### src/design/atd_pkg.sv
// Shared types and constants for the accelerometer tilt block.
// Holds the microcode program, control word layout, CORDIC widths and the arctangent table.
// No dependencies.
`default_nettype none

package atd_pkg;

  localparam int XY_W     = 28;
  localparam int ANG_W    = 27;
  localparam int ATAN_W   = 22;
  localparam int TAB_LEN  = 24;
  localparam int TAB_IDX_W = 5;
  localparam int PC_W     = 3;

  localparam logic signed [ANG_W-1:0] DEG180_Q16 = 27'sd11796480;
  localparam logic signed [17:0]      GAIN_Q16   = 18'sd107922;

  typedef enum logic [2:0] {
    REG_DEADBAND     = 3'd0,
    REG_ROLL_SCALE   = 3'd1,
    REG_PITCH_SCALE  = 3'd2,
    REG_ROLL_CENTER  = 3'd3,
    REG_PITCH_CENTER = 3'd4
  } reg_idx_e;

  typedef enum logic [2:0] {
    OP_WAIT_IN,
    OP_ITER,
    OP_FIN_ROLL,
    OP_FIN_PITCH,
    OP_CMP,
    OP_POS,
    OP_EMIT
  } op_e;

  typedef enum logic [2:0] {
    COND_NONE,
    COND_NO_INPUT,
    COND_ITER_MORE,
    COND_NO_UPDATE,
    COND_OUT_BUSY
  } cond_e;

  typedef struct packed {
    op_e             op;
    cond_e           cond;
    logic [PC_W-1:0] target;
  } uword_t;

  typedef struct packed {
    logic load;
    logic step;
  } cordic_ctrl_t;

  typedef struct packed {
    logic last;
  } cordic_stat_t;

  localparam logic [PC_W-1:0] PC_WAIT      = 3'd0;
  localparam logic [PC_W-1:0] PC_ITER_ROLL = 3'd1;
  localparam logic [PC_W-1:0] PC_FIN_ROLL  = 3'd2;
  localparam logic [PC_W-1:0] PC_ITER_PIT  = 3'd3;
  localparam logic [PC_W-1:0] PC_FIN_PIT   = 3'd4;
  localparam logic [PC_W-1:0] PC_CMP       = 3'd5;
  localparam logic [PC_W-1:0] PC_POS       = 3'd6;
  localparam logic [PC_W-1:0] PC_EMIT      = 3'd7;

  // The last step falls through to the first by counter wraparound.
  function automatic uword_t atd_ucode(input logic [PC_W-1:0] pc);
    uword_t w;
    unique case (pc)
      PC_WAIT:      w = '{op: OP_WAIT_IN,   cond: COND_NO_INPUT,  target: PC_WAIT};
      PC_ITER_ROLL: w = '{op: OP_ITER,      cond: COND_ITER_MORE, target: PC_ITER_ROLL};
      PC_FIN_ROLL:  w = '{op: OP_FIN_ROLL,  cond: COND_NONE,      target: PC_WAIT};
      PC_ITER_PIT:  w = '{op: OP_ITER,      cond: COND_ITER_MORE, target: PC_ITER_PIT};
      PC_FIN_PIT:   w = '{op: OP_FIN_PITCH, cond: COND_NONE,      target: PC_WAIT};
      PC_CMP:       w = '{op: OP_CMP,       cond: COND_NO_UPDATE, target: PC_WAIT};
      PC_POS:       w = '{op: OP_POS,       cond: COND_NONE,      target: PC_WAIT};
      PC_EMIT:      w = '{op: OP_EMIT,      cond: COND_OUT_BUSY,  target: PC_EMIT};
    endcase
    return w;
  endfunction

  function automatic logic [ATAN_W-1:0] atd_atan(input logic [TAB_IDX_W-1:0] idx);
    logic [ATAN_W-1:0] v;
    unique case (idx)
      5'd0:  v = 22'd2949120;
      5'd1:  v = 22'd1740967;
      5'd2:  v = 22'd919879;
      5'd3:  v = 22'd466945;
      5'd4:  v = 22'd234379;
      5'd5:  v = 22'd117304;
      5'd6:  v = 22'd58666;
      5'd7:  v = 22'd29335;
      5'd8:  v = 22'd14668;
      5'd9:  v = 22'd7334;
      5'd10: v = 22'd3667;
      5'd11: v = 22'd1833;
      5'd12: v = 22'd917;
      5'd13: v = 22'd458;
      5'd14: v = 22'd229;
      5'd15: v = 22'd115;
      5'd16: v = 22'd57;
      5'd17: v = 22'd29;
      5'd18: v = 22'd14;
      5'd19: v = 22'd7;
      5'd20: v = 22'd4;
      5'd21: v = 22'd2;
      5'd22: v = 22'd1;
      default: v = 22'd0;
    endcase
    return v;
  endfunction

endpackage

`default_nettype wire

### src/design/accel_tilt_angle_deadband.sv
// Top level of the accelerometer tilt block: microcoded sequencer, register port and datapath.
// Depends on atd_pkg and atd_cordic.
//
//   Channel  Handshake                  Payload
//   input    in_valid_i / in_ready_o    accel_x_i, accel_y_i, accel_z_i
//   output   out_valid_o / out_ready_i  roll_angle_o, pitch_angle_o, marker_column_o, marker_row_o
//   config   APB write/read             paddr, pwdata, prdata
//
// Each item runs two vectorings, roll then pitch, one after the other on the single shared
// CORDIC unit; an item dropped by the deadband returns to the wait step before the position
// and emit steps, and a new item is accepted only in the wait step.
// A result waits in the output register; a stalled output holds only the final step.
// Reset restores the register defaults and clears the stored angles.
`default_nettype none

module accel_tilt_angle_deadband
  import atd_pkg::*;
#(
  parameter int SCREEN_WIDTH  = 128,
  parameter int SCREEN_HEIGHT = 64,
  parameter int CORDIC_STEPS  = 16
) (
  input  wire logic               clk_i,
  input  wire logic               rst_ni,
  input  wire logic               psel,
  input  wire logic               penable,
  input  wire logic               pwrite,
  input  wire logic [4:0]         paddr,
  input  wire logic [31:0]        pwdata,
  output logic [31:0]             prdata,
  output logic                    pready,
  input  wire logic               in_valid_i,
  output logic                    in_ready_o,
  input  wire logic signed [15:0] accel_x_i,
  input  wire logic signed [15:0] accel_y_i,
  input  wire logic signed [15:0] accel_z_i,
  output logic                    out_valid_o,
  input  wire logic               out_ready_i,
  output logic signed [16:0]      roll_angle_o,
  output logic signed [15:0]      pitch_angle_o,
  output logic [6:0]              marker_column_o,
  output logic [5:0]              marker_row_o
);

  localparam logic signed [18:0] ROLL_LIM  = 19'sd46080;
  localparam logic signed [18:0] PITCH_LIM = 19'sd23040;
  localparam logic signed [14:0] COL_MAX   = 15'(SCREEN_WIDTH - 1);
  localparam logic signed [14:0] ROW_MAX   = 15'(SCREEN_HEIGHT - 1);

  function automatic logic signed [18:0] round_q88(input logic signed [ANG_W-1:0] v);
    logic [ANG_W-1:0] mag;
    logic [ANG_W-1:0] r;
    logic [18:0]      rr;
    mag = v[ANG_W-1] ? ANG_W'(-v) : ANG_W'(v);
    r   = (mag + ANG_W'(128)) >> 8;
    rr  = r[18:0];
    return v[ANG_W-1] ? -$signed(rr) : $signed(rr);
  endfunction

  function automatic logic signed [18:0] clamp_sym(input logic signed [18:0] v,
                                                   input logic signed [18:0] lim);
    logic signed [18:0] r;
    r = v;
    if (v > lim) r = lim;
    if (v < -lim) r = -lim;
    return r;
  endfunction

  function automatic logic signed [14:0] marker_off(input logic signed [29:0] p);
    logic [29:0] mag;
    logic [14:0] off;
    mag = p[29] ? 30'(-p) : 30'(p);
    off = {1'b0, mag[29:16]};
    return p[29] ? -$signed(off) : $signed(off);
  endfunction

  function automatic logic signed [14:0] clamp_pos(input logic signed [14:0] v,
                                                   input logic signed [14:0] hi);
    logic signed [14:0] r;
    r = v;
    if (v < 15'sd0) r = 15'sd0;
    if (v > hi) r = hi;
    return r;
  endfunction

  // Configuration registers.
  logic [15:0] deadband_q;
  logic [11:0] roll_scale_q, pitch_scale_q;
  logic [6:0]  roll_center_q;
  logic [5:0]  pitch_center_q;
  logic        cfg_wr;

  assign pready = 1'b1;
  assign cfg_wr = psel && penable && pwrite;

  always_ff @(posedge clk_i or negedge rst_ni) begin
    if (!rst_ni) begin
      deadband_q     <= 16'd256;
      roll_scale_q   <= 12'd256;
      pitch_scale_q  <= 12'd256;
      roll_center_q  <= 7'd64;
      pitch_center_q <= 6'd42;
    end else if (cfg_wr) begin
      unique case (paddr[4:2])
        REG_DEADBAND:     deadband_q     <= pwdata[15:0];
        REG_ROLL_SCALE:   roll_scale_q   <= pwdata[11:0];
        REG_PITCH_SCALE:  pitch_scale_q  <= pwdata[11:0];
        REG_ROLL_CENTER:  roll_center_q  <= pwdata[6:0];
        REG_PITCH_CENTER: pitch_center_q <= pwdata[5:0];
        default: ;
      endcase
    end
  end

  always_comb begin
    unique case (paddr[4:2])
      REG_DEADBAND:     prdata = {16'd0, deadband_q};
      REG_ROLL_SCALE:   prdata = {20'd0, roll_scale_q};
      REG_PITCH_SCALE:  prdata = {20'd0, pitch_scale_q};
      REG_ROLL_CENTER:  prdata = {25'd0, roll_center_q};
      REG_PITCH_CENTER: prdata = {26'd0, pitch_center_q};
      default:          prdata = '0;
    endcase
  end

  // Sequencer.
  logic [PC_W-1:0] pc_q, pc_d;
  uword_t          uw;
  logic            jump;
  logic            in_fire;
  logic            update;
  logic            out_busy;
  cordic_ctrl_t    cctrl;
  cordic_stat_t    cstat;

  assign uw         = atd_ucode(pc_q);
  assign in_ready_o = (uw.op == OP_WAIT_IN);
  assign in_fire    = in_valid_i && in_ready_o;
  assign out_busy   = out_valid_o && !out_ready_i;

  always_comb begin
    unique case (uw.cond)
      COND_NONE:      jump = 1'b0;
      COND_NO_INPUT:  jump = !in_valid_i;
      COND_ITER_MORE: jump = !cstat.last;
      COND_NO_UPDATE: jump = !update;
      COND_OUT_BUSY:  jump = out_busy;
      default:        jump = 1'b0;
    endcase
    pc_d = jump ? uw.target : pc_q + PC_W'(1);
  end

  always_ff @(posedge clk_i or negedge rst_ni) begin
    if (!rst_ni) begin
      pc_q <= PC_WAIT;
    end else begin
      pc_q <= pc_d;
    end
  end

  // Datapath.
  logic signed [XY_W-1:0]  load_x, load_y, mag;
  logic signed [ANG_W-1:0] angle;
  logic signed [18:0]      roll_rnd, pitch_rnd;
  logic signed [17:0]      nax;
  logic signed [35:0]      num_prod;
  logic signed [XY_W-1:0]  num_q;
  logic signed [16:0]      roll_q;
  logic signed [15:0]      pitch_q;
  logic signed [16:0]      held_roll_q;
  logic signed [15:0]      held_pitch_q;
  logic signed [17:0]      dr;
  logic signed [16:0]      dp;
  logic [17:0]             dr_abs;
  logic [16:0]             dp_abs;
  logic signed [29:0]      roll_prod_q, pitch_prod_q;
  logic signed [14:0]      col_pos, row_pos;
  logic [6:0]              col_q;
  logic [5:0]              row_q;
  logic                    emit;

  assign nax      = 18'sd0 - {{2{accel_x_i[15]}}, accel_x_i};
  assign num_prod = nax * GAIN_Q16;

  assign cctrl.load = in_fire || (uw.op == OP_FIN_ROLL);
  assign cctrl.step = (uw.op == OP_ITER);
  assign load_x = in_fire ? {{4{accel_z_i[15]}}, accel_z_i, 8'd0} : mag;
  assign load_y = in_fire ? {{4{accel_y_i[15]}}, accel_y_i, 8'd0} : num_q;

  atd_cordic #(
    .STEPS(CORDIC_STEPS)
  ) u_cordic (
    .clk_i   (clk_i),
    .rst_ni  (rst_ni),
    .ctrl_i  (cctrl),
    .load_x_i(load_x),
    .load_y_i(load_y),
    .stat_o  (cstat),
    .angle_o (angle),
    .mag_o   (mag)
  );

  assign roll_rnd  = clamp_sym(round_q88(angle), ROLL_LIM);
  assign pitch_rnd = clamp_sym(round_q88(angle), PITCH_LIM);

  assign dr     = {roll_q[16], roll_q} - {held_roll_q[16], held_roll_q};
  assign dp     = {pitch_q[15], pitch_q} - {held_pitch_q[15], held_pitch_q};
  assign dr_abs = dr[17] ? 18'(-dr) : 18'(dr);
  assign dp_abs = dp[16] ? 17'(-dp) : 17'(dp);
  assign update = (dr_abs > {2'd0, deadband_q}) || (dp_abs > {1'b0, deadband_q});

  assign col_pos = clamp_pos($signed({8'd0, roll_center_q}) + marker_off(roll_prod_q), COL_MAX);
  assign row_pos = clamp_pos($signed({9'd0, pitch_center_q}) + marker_off(pitch_prod_q),
                             ROW_MAX);

  assign emit = (uw.op == OP_EMIT) && !out_busy;

  always_ff @(posedge clk_i) begin
    if (in_fire) begin
      num_q <= num_prod[35:8];
    end
    if (uw.op == OP_FIN_ROLL) begin
      roll_q <= roll_rnd[16:0];
    end
    if (uw.op == OP_FIN_PITCH) begin
      pitch_q <= pitch_rnd[15:0];
    end
    if (uw.op == OP_CMP) begin
      roll_prod_q  <= roll_q * $signed({1'b0, roll_scale_q});
      pitch_prod_q <= pitch_q * $signed({1'b0, pitch_scale_q});
    end
    if (uw.op == OP_POS) begin
      col_q <= col_pos[6:0];
      row_q <= row_pos[5:0];
    end
    if (emit) begin
      roll_angle_o    <= roll_q;
      pitch_angle_o   <= pitch_q;
      marker_column_o <= col_q;
      marker_row_o    <= row_q;
    end
  end

  always_ff @(posedge clk_i or negedge rst_ni) begin
    if (!rst_ni) begin
      out_valid_o  <= 1'b0;
      held_roll_q  <= '0;
      held_pitch_q <= '0;
    end else begin
      if (emit) begin
        out_valid_o  <= 1'b1;
        held_roll_q  <= roll_q;
        held_pitch_q <= pitch_q;
      end else if (out_ready_i) begin
        out_valid_o <= 1'b0;
      end
    end
  end

endmodule

`default_nettype wire

### src/design/atd_cordic.sv
// Shared CORDIC vectoring unit, one micro-rotation per cycle.
// Load applies the half-turn pre-rotation and zero check; depends on atd_pkg.
`default_nettype none

module atd_cordic
  import atd_pkg::*;
#(
  parameter int unsigned STEPS = 16
) (
  input  wire logic                    clk_i,
  input  wire logic                    rst_ni,
  input  wire cordic_ctrl_t            ctrl_i,
  input  wire logic signed [XY_W-1:0]  load_x_i,
  input  wire logic signed [XY_W-1:0]  load_y_i,
  output cordic_stat_t                 stat_o,
  output logic signed [ANG_W-1:0]      angle_o,
  output logic signed [XY_W-1:0]       mag_o
);

  localparam int unsigned N_STEPS = (STEPS < TAB_LEN) ? STEPS : TAB_LEN;
  localparam int unsigned CNT_W   = $clog2(N_STEPS);

  logic signed [XY_W-1:0]  x_q, x_d, y_q, y_d;
  logic signed [ANG_W-1:0] ang_q, ang_d;
  logic                    zero_q, zero_d;
  logic [CNT_W-1:0]        cnt_q, cnt_d;
  logic                    last;
  logic signed [XY_W-1:0]  dx, dy;
  logic signed [ANG_W-1:0] step_ang;

  assign last     = (cnt_q == CNT_W'(N_STEPS - 1));
  assign dx       = y_q >>> cnt_q;
  assign dy       = x_q >>> cnt_q;
  assign step_ang = $signed({{(ANG_W-ATAN_W){1'b0}}, atd_atan(TAB_IDX_W'(cnt_q))});

  always_comb begin
    x_d    = x_q;
    y_d    = y_q;
    ang_d  = ang_q;
    zero_d = zero_q;
    cnt_d  = cnt_q;
    if (ctrl_i.load) begin
      cnt_d  = '0;
      zero_d = (load_x_i == '0) && (load_y_i == '0);
      if (load_x_i[XY_W-1]) begin
        x_d   = -load_x_i;
        y_d   = -load_y_i;
        ang_d = load_y_i[XY_W-1] ? -DEG180_Q16 : DEG180_Q16;
      end else begin
        x_d   = load_x_i;
        y_d   = load_y_i;
        ang_d = '0;
      end
    end else if (ctrl_i.step) begin
      cnt_d = last ? '0 : cnt_q + CNT_W'(1);
      if (!y_q[XY_W-1]) begin
        x_d   = x_q + dx;
        y_d   = y_q - dy;
        ang_d = ang_q + step_ang;
      end else begin
        x_d   = x_q - dx;
        y_d   = y_q + dy;
        ang_d = ang_q - step_ang;
      end
    end
  end

  always_ff @(posedge clk_i or negedge rst_ni) begin
    if (!rst_ni) begin
      cnt_q <= '0;
    end else begin
      cnt_q <= cnt_d;
    end
  end

  always_ff @(posedge clk_i) begin
    x_q    <= x_d;
    y_q    <= y_d;
    ang_q  <= ang_d;
    zero_q <= zero_d;
  end

  assign stat_o.last = last;
  assign angle_o     = zero_q ? '0 : ang_q;
  assign mag_o       = x_q;

endmodule

`default_nettype wire
### config.mk
export PLATFORM = sky130hd
export DESIGN_NAME = accel_tilt_angle_deadband
export DESIGN_NICKNAME = d
export VERILOG_FILES = /design/src/design/atd_pkg.sv /design/src/design/accel_tilt_angle_deadband.sv /design/src/design/atd_cordic.sv
export SDC_FILE = /design/constraint.sdc
export NUM_CORES = 2
export LEC_CHECK = 0
export BUFFER_PORTS_ARGS = -buffer_cell sky130_fd_sc_hd__buf_2
export CORE_MARGIN = 2
export CORE_UTILIZATION = 30
export DETAILED_ROUTE_END_ITERATION = 6
export SKIP_LAST_GASP = 1
export SLEW_MARGIN = 40
export SYNTH_ARGS = -nofsm -noshare
export SYNTH_HDL_FRONTEND = slang
export SYNTH_SLANG_ARGS = --single-unit
### constraint.sdc
create_clock -name clk_i -period 18.9 [get_ports clk_i]
set_input_delay 5.67 -clock clk_i [delete_from_list [all_inputs] [get_ports clk_i]]
set_output_delay 5.67 -clock clk_i [all_outputs]
set_load 0.01 [all_outputs]
After elaboration in Yosys (flattened, before gate mapping)
Memory sizes are Yosys's and may differ from the RTL's.
Cells that the tools add are included.
- bits in registers: 358
- bits in read-only memories: 424
- bits of input ports: 92
- logic and storage cells: 145
- memories: 2
- memory list (name ; depth ; width ; read ports ; clocked after Yosys merged registers in ; write ports ; RTL line ; RTL):
    (no name shown) ; 16 ; 22 ; 1 ; 0 ; 0 ; atd_pkg.sv:86 ; unique case (idx)
    (no name shown) ; 8 ; 9 ; 1 ; 0 ; 0 ; atd_pkg.sv:71 ; unique case (pc)
- add/sub/neg operators: 24
- $mul: 3
- $lt $le $gt $ge: 10
- equal/unequal tests: 15
- shift operators: 2
- mux-type cells: 36
- reduce and logical (&&, ||, !) cells: 26
- operators with widths (operator ; count):
    $mux W28 ; 10
    $mux W27 ; 7
    $pmux W16 S5 ; 1
    $mux W30 ; 2
    $neg A30 Y30 ; 2
    $add A28 B28 Y28 ; 2
    $logic_not A28 Y1 ; 2
    $neg A28 Y28 ; 2
    $sshr A28 B4 Y28 ; 2
    $sub A28 B28 Y28 ; 2
    $mul A17 B17 Y34 const B ; 1
    $mux W17 ; 2
    $lt A15 B1 Y1 const B ; 2
    $mul A17 B13 Y30 ; 1
    $mux W15 ; 2
    $neg A14 Y15 ; 2
    $mul A16 B13 Y29 ; 1
    $add A27 B23 Y27 ; 1
    $add A27 B8 Y27 const B ; 1
    $neg A27 Y27 ; 1
    $sub A27 B23 Y27 ; 1
    $gt A19 B16 Y1 const B ; 1
    $gt A19 B17 Y1 const B ; 1
    $lt A19 B16 Y1 const B ; 1
    35 further kinds ; 66

Logic depth before layout (Yosys ltp)
- depth in word-level cells: 8
- gate-level depth with buffers: 31
- gate-level depth less buffers: 30

Modules after synthesis
From an unflattened synthesis, not the netlist that was laid out.
- cell total of the unflattened synthesis: 5763
- area, all modules: 51358.0 sq um
- modules (own cells, without submodules) (module ; times used ; cells an instance ; area an instance (sq um) ; seq. area each (sq um)):
    accel_tilt_angle_deadband ; 1 ; 4138 ; 37624.8 ; 7606.0
    atd_cordic ; 1 ; 1625 ; 13733.2 ; 2622.5

Worst setup path after synthesis
OpenSTA, ideal clock, no wires.
- path kind: input to register
- start: in accel_x_i[1]
- end: reg num_q[26], data pin
- library setup time: 260 ps
- data arrival time: 12566 ps
- data required time: 18640 ps
- setup slack: 6075 ps
- cell stages on the path: 30
- buffers on the path: 2
- path through: inv_1 -> ha_1 -> inv_1 -> or3_1 -> nor3_1 -> nand2_1 -> nand2_1 -> inv_1 -> clkbuf_1 -> buf_1 -> ha_1 -> xnor2_1 -> xnor2_1 -> ha_1 -> inv_1 -> fa_1 -> inv_1 -> fa_1 -> inv_1 -> fa_1 -> inv_1 -> ha_1 -> or3_1 -> o211ai_1 -> nand3_1 -> o41a_1 -> a41o_1 -> nor4_1 -> nor3_1 -> xnor2_1
- cells in the longest elaborated chain, start to end: 2
- ends and longest elaborated chain (item ; RTL line ; RTL):
    start: declaration ; accel_tilt_angle_deadband.sv:34 ; input wire logic signed [15:0] accel_x_i,
    $sub A1 B16 Y17 ; accel_tilt_angle_deadband.sv:182 ; assign nax = 18'sd0 - {{2{accel_x_i[15]}}, accel_x_i};
    $mul A17 B17 Y34 ; accel_tilt_angle_deadband.sv:183 ; assign num_prod = nax * GAIN_Q16;
    via num_prod[34] ; accel_tilt_angle_deadband.sv:166 ; logic signed [35:0] num_prod;
    end signal: assignment ; accel_tilt_angle_deadband.sv:220 ; num_q <= num_prod[35:8];
    end: declaration ; accel_tilt_angle_deadband.sv:167 ; logic signed [XY_W-1:0] num_q;
The timed path passes the listed nets, and every way through them passes these cells.
A chain may end at the register's enable or synchronous reset.

Worst setup path in the final report
- start: in accel_x_i[0]
- end: reg num_q[26], data pin
Same word-level chain as after synthesis.

==> impl_results.md <==
* Status: completed
* CP peak stage delay at 0.61 ns
* Critical path startpoint category: primary input
* CTS Sinks at 356
* Met1 GRT Util at 20.32%
* Starting DRT DRC Count at 2,605
* Crit path required time at 19.24 ns
* RSZ-0062 raised after global routing: no
* H-tree Lvls at 2
* R2R depth at 29
* Finished Layout Cells at 7,822
* Levels on crit path at 30
* Post-synthesis xor/xnor area fraction at 7.416%
* Crit end category: register
* Global route overflow at 0
* Adder-cell share of the synthesized area at 28.81%
* CP max FO at 8
* Reg clk slew, reported paths at 0.06 ns
* DP HPWL at 100,600 um
* Critical path type: in2reg
* CP most frequent cell: inv_1
* Vias in the first global route at 39,820
* TritonCTS Buffers at 47
* HP Class: reg2reg
* Nets at 6,555
* Synthesis Warnings at 0
* Slew margin rel. at 39.36%
* # Max-Cap Violations at 0
* Via count at 39,580
* Total track usage at 15.15%
* Clk_lat worst skew at 0.66 ns
* DRT antenna net count at 0
* Die width at 413.0 um
* Post-CTS sizing at 0
* Max Buffers Root-to-Sink at 3
* Tcrit/Tclk final at 69.62%
* Antenna diodes at 0
* Top FF cell, synth: edfxtp_1
* Largest family of logic cells by synthesized area: adder cells
* WP data arrival at 13.50 ns
* First-pass GRT wire length at 211,300 um
* Root buffer cell: clkbuf_16
* Drt first pass iters at 5
* Reg2reg setup slack at 11.35 ns
* Register area share after synthesis at 20.39%
* Quantity of I/O buffers inserted on ports at 137
* Min Clock Period, post-route at 13.16 ns
* DRC viols at 0
* # hold bufs at CTS at 0
* Max Clk Rate at 0.07600 GHz
* CP delay by family, top: adder cells
* Reg2reg start: pitch_q[0]$_SDFFCE_PP0N_
* Slew @ Worst Pin at 0.9096 ns
* Critical Path Start: accel_x_i[0]
* Syn Std Cell Area at 50,170 sq um
* Synth Area in Simple Gates at 16.78%
* Met2 Use GR at 25.91%
* Post-synth EDFFs at 262
* Crit path buf inv count at 7
* Std-Cell Rows at 150
* FF+latch count, synth at 356
* Synth Area in Compound Gates at 13.28%
* Fin. max-slew vios at 0
* Initial antenna violation count at 3
* Setup_tns at 0 ns
* Synth-to-layout area growth at 9.242%
* Top cells by count, synth: inv_1 (731), nand2_1 (551), fa_1 (452)
* Multi-input gate area in the final layout at 36,230 sq um
* Die Span Y at 413.0 um
* Clock skew at 0.06272 ns
* Starting Density at 30.11%
* Io pins at 173
* Routed vias/inst at 5.060
* Setup Viol. Count Final at 0
* Setup bufs post-CTS at 0
* Critical register-to-register path endpoint: pc_q[1]$_DFF_PN0_
* Most common cell in the netlist: inv_1
* Register Area at 10,240 sq um
* Final hold viol count at 0
* CP max-delay cell: fa_1
* GR peak layer: met2
* Asr flop ratio synth at 26.40%
* Routed WL per cell at 16.42 um
* Mapped Avg Cell Area at 8.982 sq um
* CTS tree: built
* CORE AREA at 166,700 sq um
* WL final at 128,500 um
* Cell count after placement at 7,734
* Top post-synthesis cells by area: fa_1 (18%), edfxtp_1 (16%), ha_1 (11%)
* Filler cells at 17,240
* Layout cells sized above 1 at 8.722%
* Final core occ at 32.89%
* Die footprint at 170,500 sq um
* Cells after Synth at 5,586
* Critical Path End: num_q[26]$_DFFE_PP_
* Mux share of post-synthesis cell area at 5.711%
* Top cell type's share of synthesized area at 18.03%
* Gpl congestion at 0.8675
* Post-synth cell types at 114
* Leading area contributor after synthesis: fa_1
* Met3 Usage GRT at 1.758%
* Pin count of the biggest net entering global routing at 91
-- cells by family after synthesis --
logic type / after synthesis
adder cells (fa/ha/maj): 884
multiplexers: 207
flip-flops: 356
other: 2
XOR/XNOR: 424
AO/OA/AOI/OAI: 1023
buffers and inverters: 991
AND/OR/NAND/NOR: 1699
-- per-stage QoR --
stage	instance area, sq um	worst slack, ns	hold slack [ns]
after floorplan	50230	6.075	0.4003
after global placement	52980	5.204	0.4016
after detailed placement	53070	5.169	0.4052
after CTS	54800	5.758	0.4196
after global routing	54810	5.258	0.4284
final	54810	5.742	0.4193
-- worst reg2reg max path: cells and delay by family (launching register included) --
kind	cells	cell delay [ns]
muxes	1	0.33
buffers and inverters	2	0.35
DFF	1	0.72
adders and majority gates	3	0.93
AOI/OAI and AO/OA	19	4.59
and+or+nand+nor	4	0.53
-- layer usage --
layer  up-vias  share of wire (%)
met2      1008                 48
met1     19460                 45
met4         2                2.1
met5         -             0.0086
li1      18970                  -
met3       146                5.4
-- area by class of cell --
| class | count | area share (%) |
|---|---|---|
| Inverter | 734 | 5.033 |
| Clock buffer | 55 | 2.276 |
| Timing Repair Buffer | 186 | 2.007 |
| Clock inverter | 33 | 0.8743 |
| Multi-Input combinational cell | 4254 | 66.10 |
| Tap cell | 2204 | 5.031 |
| Sequential cell | 356 | 18.68 |
-- how the worst min path moves through the flow --
stage                              endpoint                   start  depth (start not counted)
6_report       marker_column_o[0]$_DFFE_PP_  col_q[0]$_SDFFCE_PN1N_                          0
5_1_grt           marker_row_o[5]$_DFFE_PP_  row_q[5]$_SDFFCE_PN1N_                          0
4_1_cts        marker_column_o[0]$_DFFE_PP_  col_q[0]$_SDFFCE_PN1N_                          0
3_5_place_dp   marker_column_o[0]$_DFFE_PP_  col_q[0]$_SDFFCE_PN1N_                          0
3_3_place_gp      marker_row_o[1]$_DFFE_PP_  row_q[1]$_SDFFCE_PN1N_                          0
2_1_floorplan  marker_column_o[0]$_DFFE_PP_  col_q[0]$_SDFFCE_PN1N_                          0
-- flip-flops by register name, indices dropped and copies added, names as in the netlist, 16 cells and up --
name	flops
deadband_q	16
held_pitch_q	16
held_roll_q	17
num_q	27
pitch_angle_o	16
pitch_prod_q	29
pitch_q	16
roll_angle_o	17
roll_prod_q	30
roll_q	17
u_cordic.ang_q	27
u_cordic.mag_o	28
u_cordic.y_q	28
-- placed cells by master (no fill, tap or decap), types with 103 or more instances in the layout --
cell and count:
o21ai_0 270, edfxtp_1 262, xor2_1 135, nand2_1 550, a21oi_1 247, inv_1 727, nor2_1 324, buf_2 136
nand3_1 103, xnor2_1 286, fa_1 452, and2_1 251, ha_1 432
Power is not shown: default switching activity piles up to over one toggle a cycle in this logic, so the estimate is an artifact.
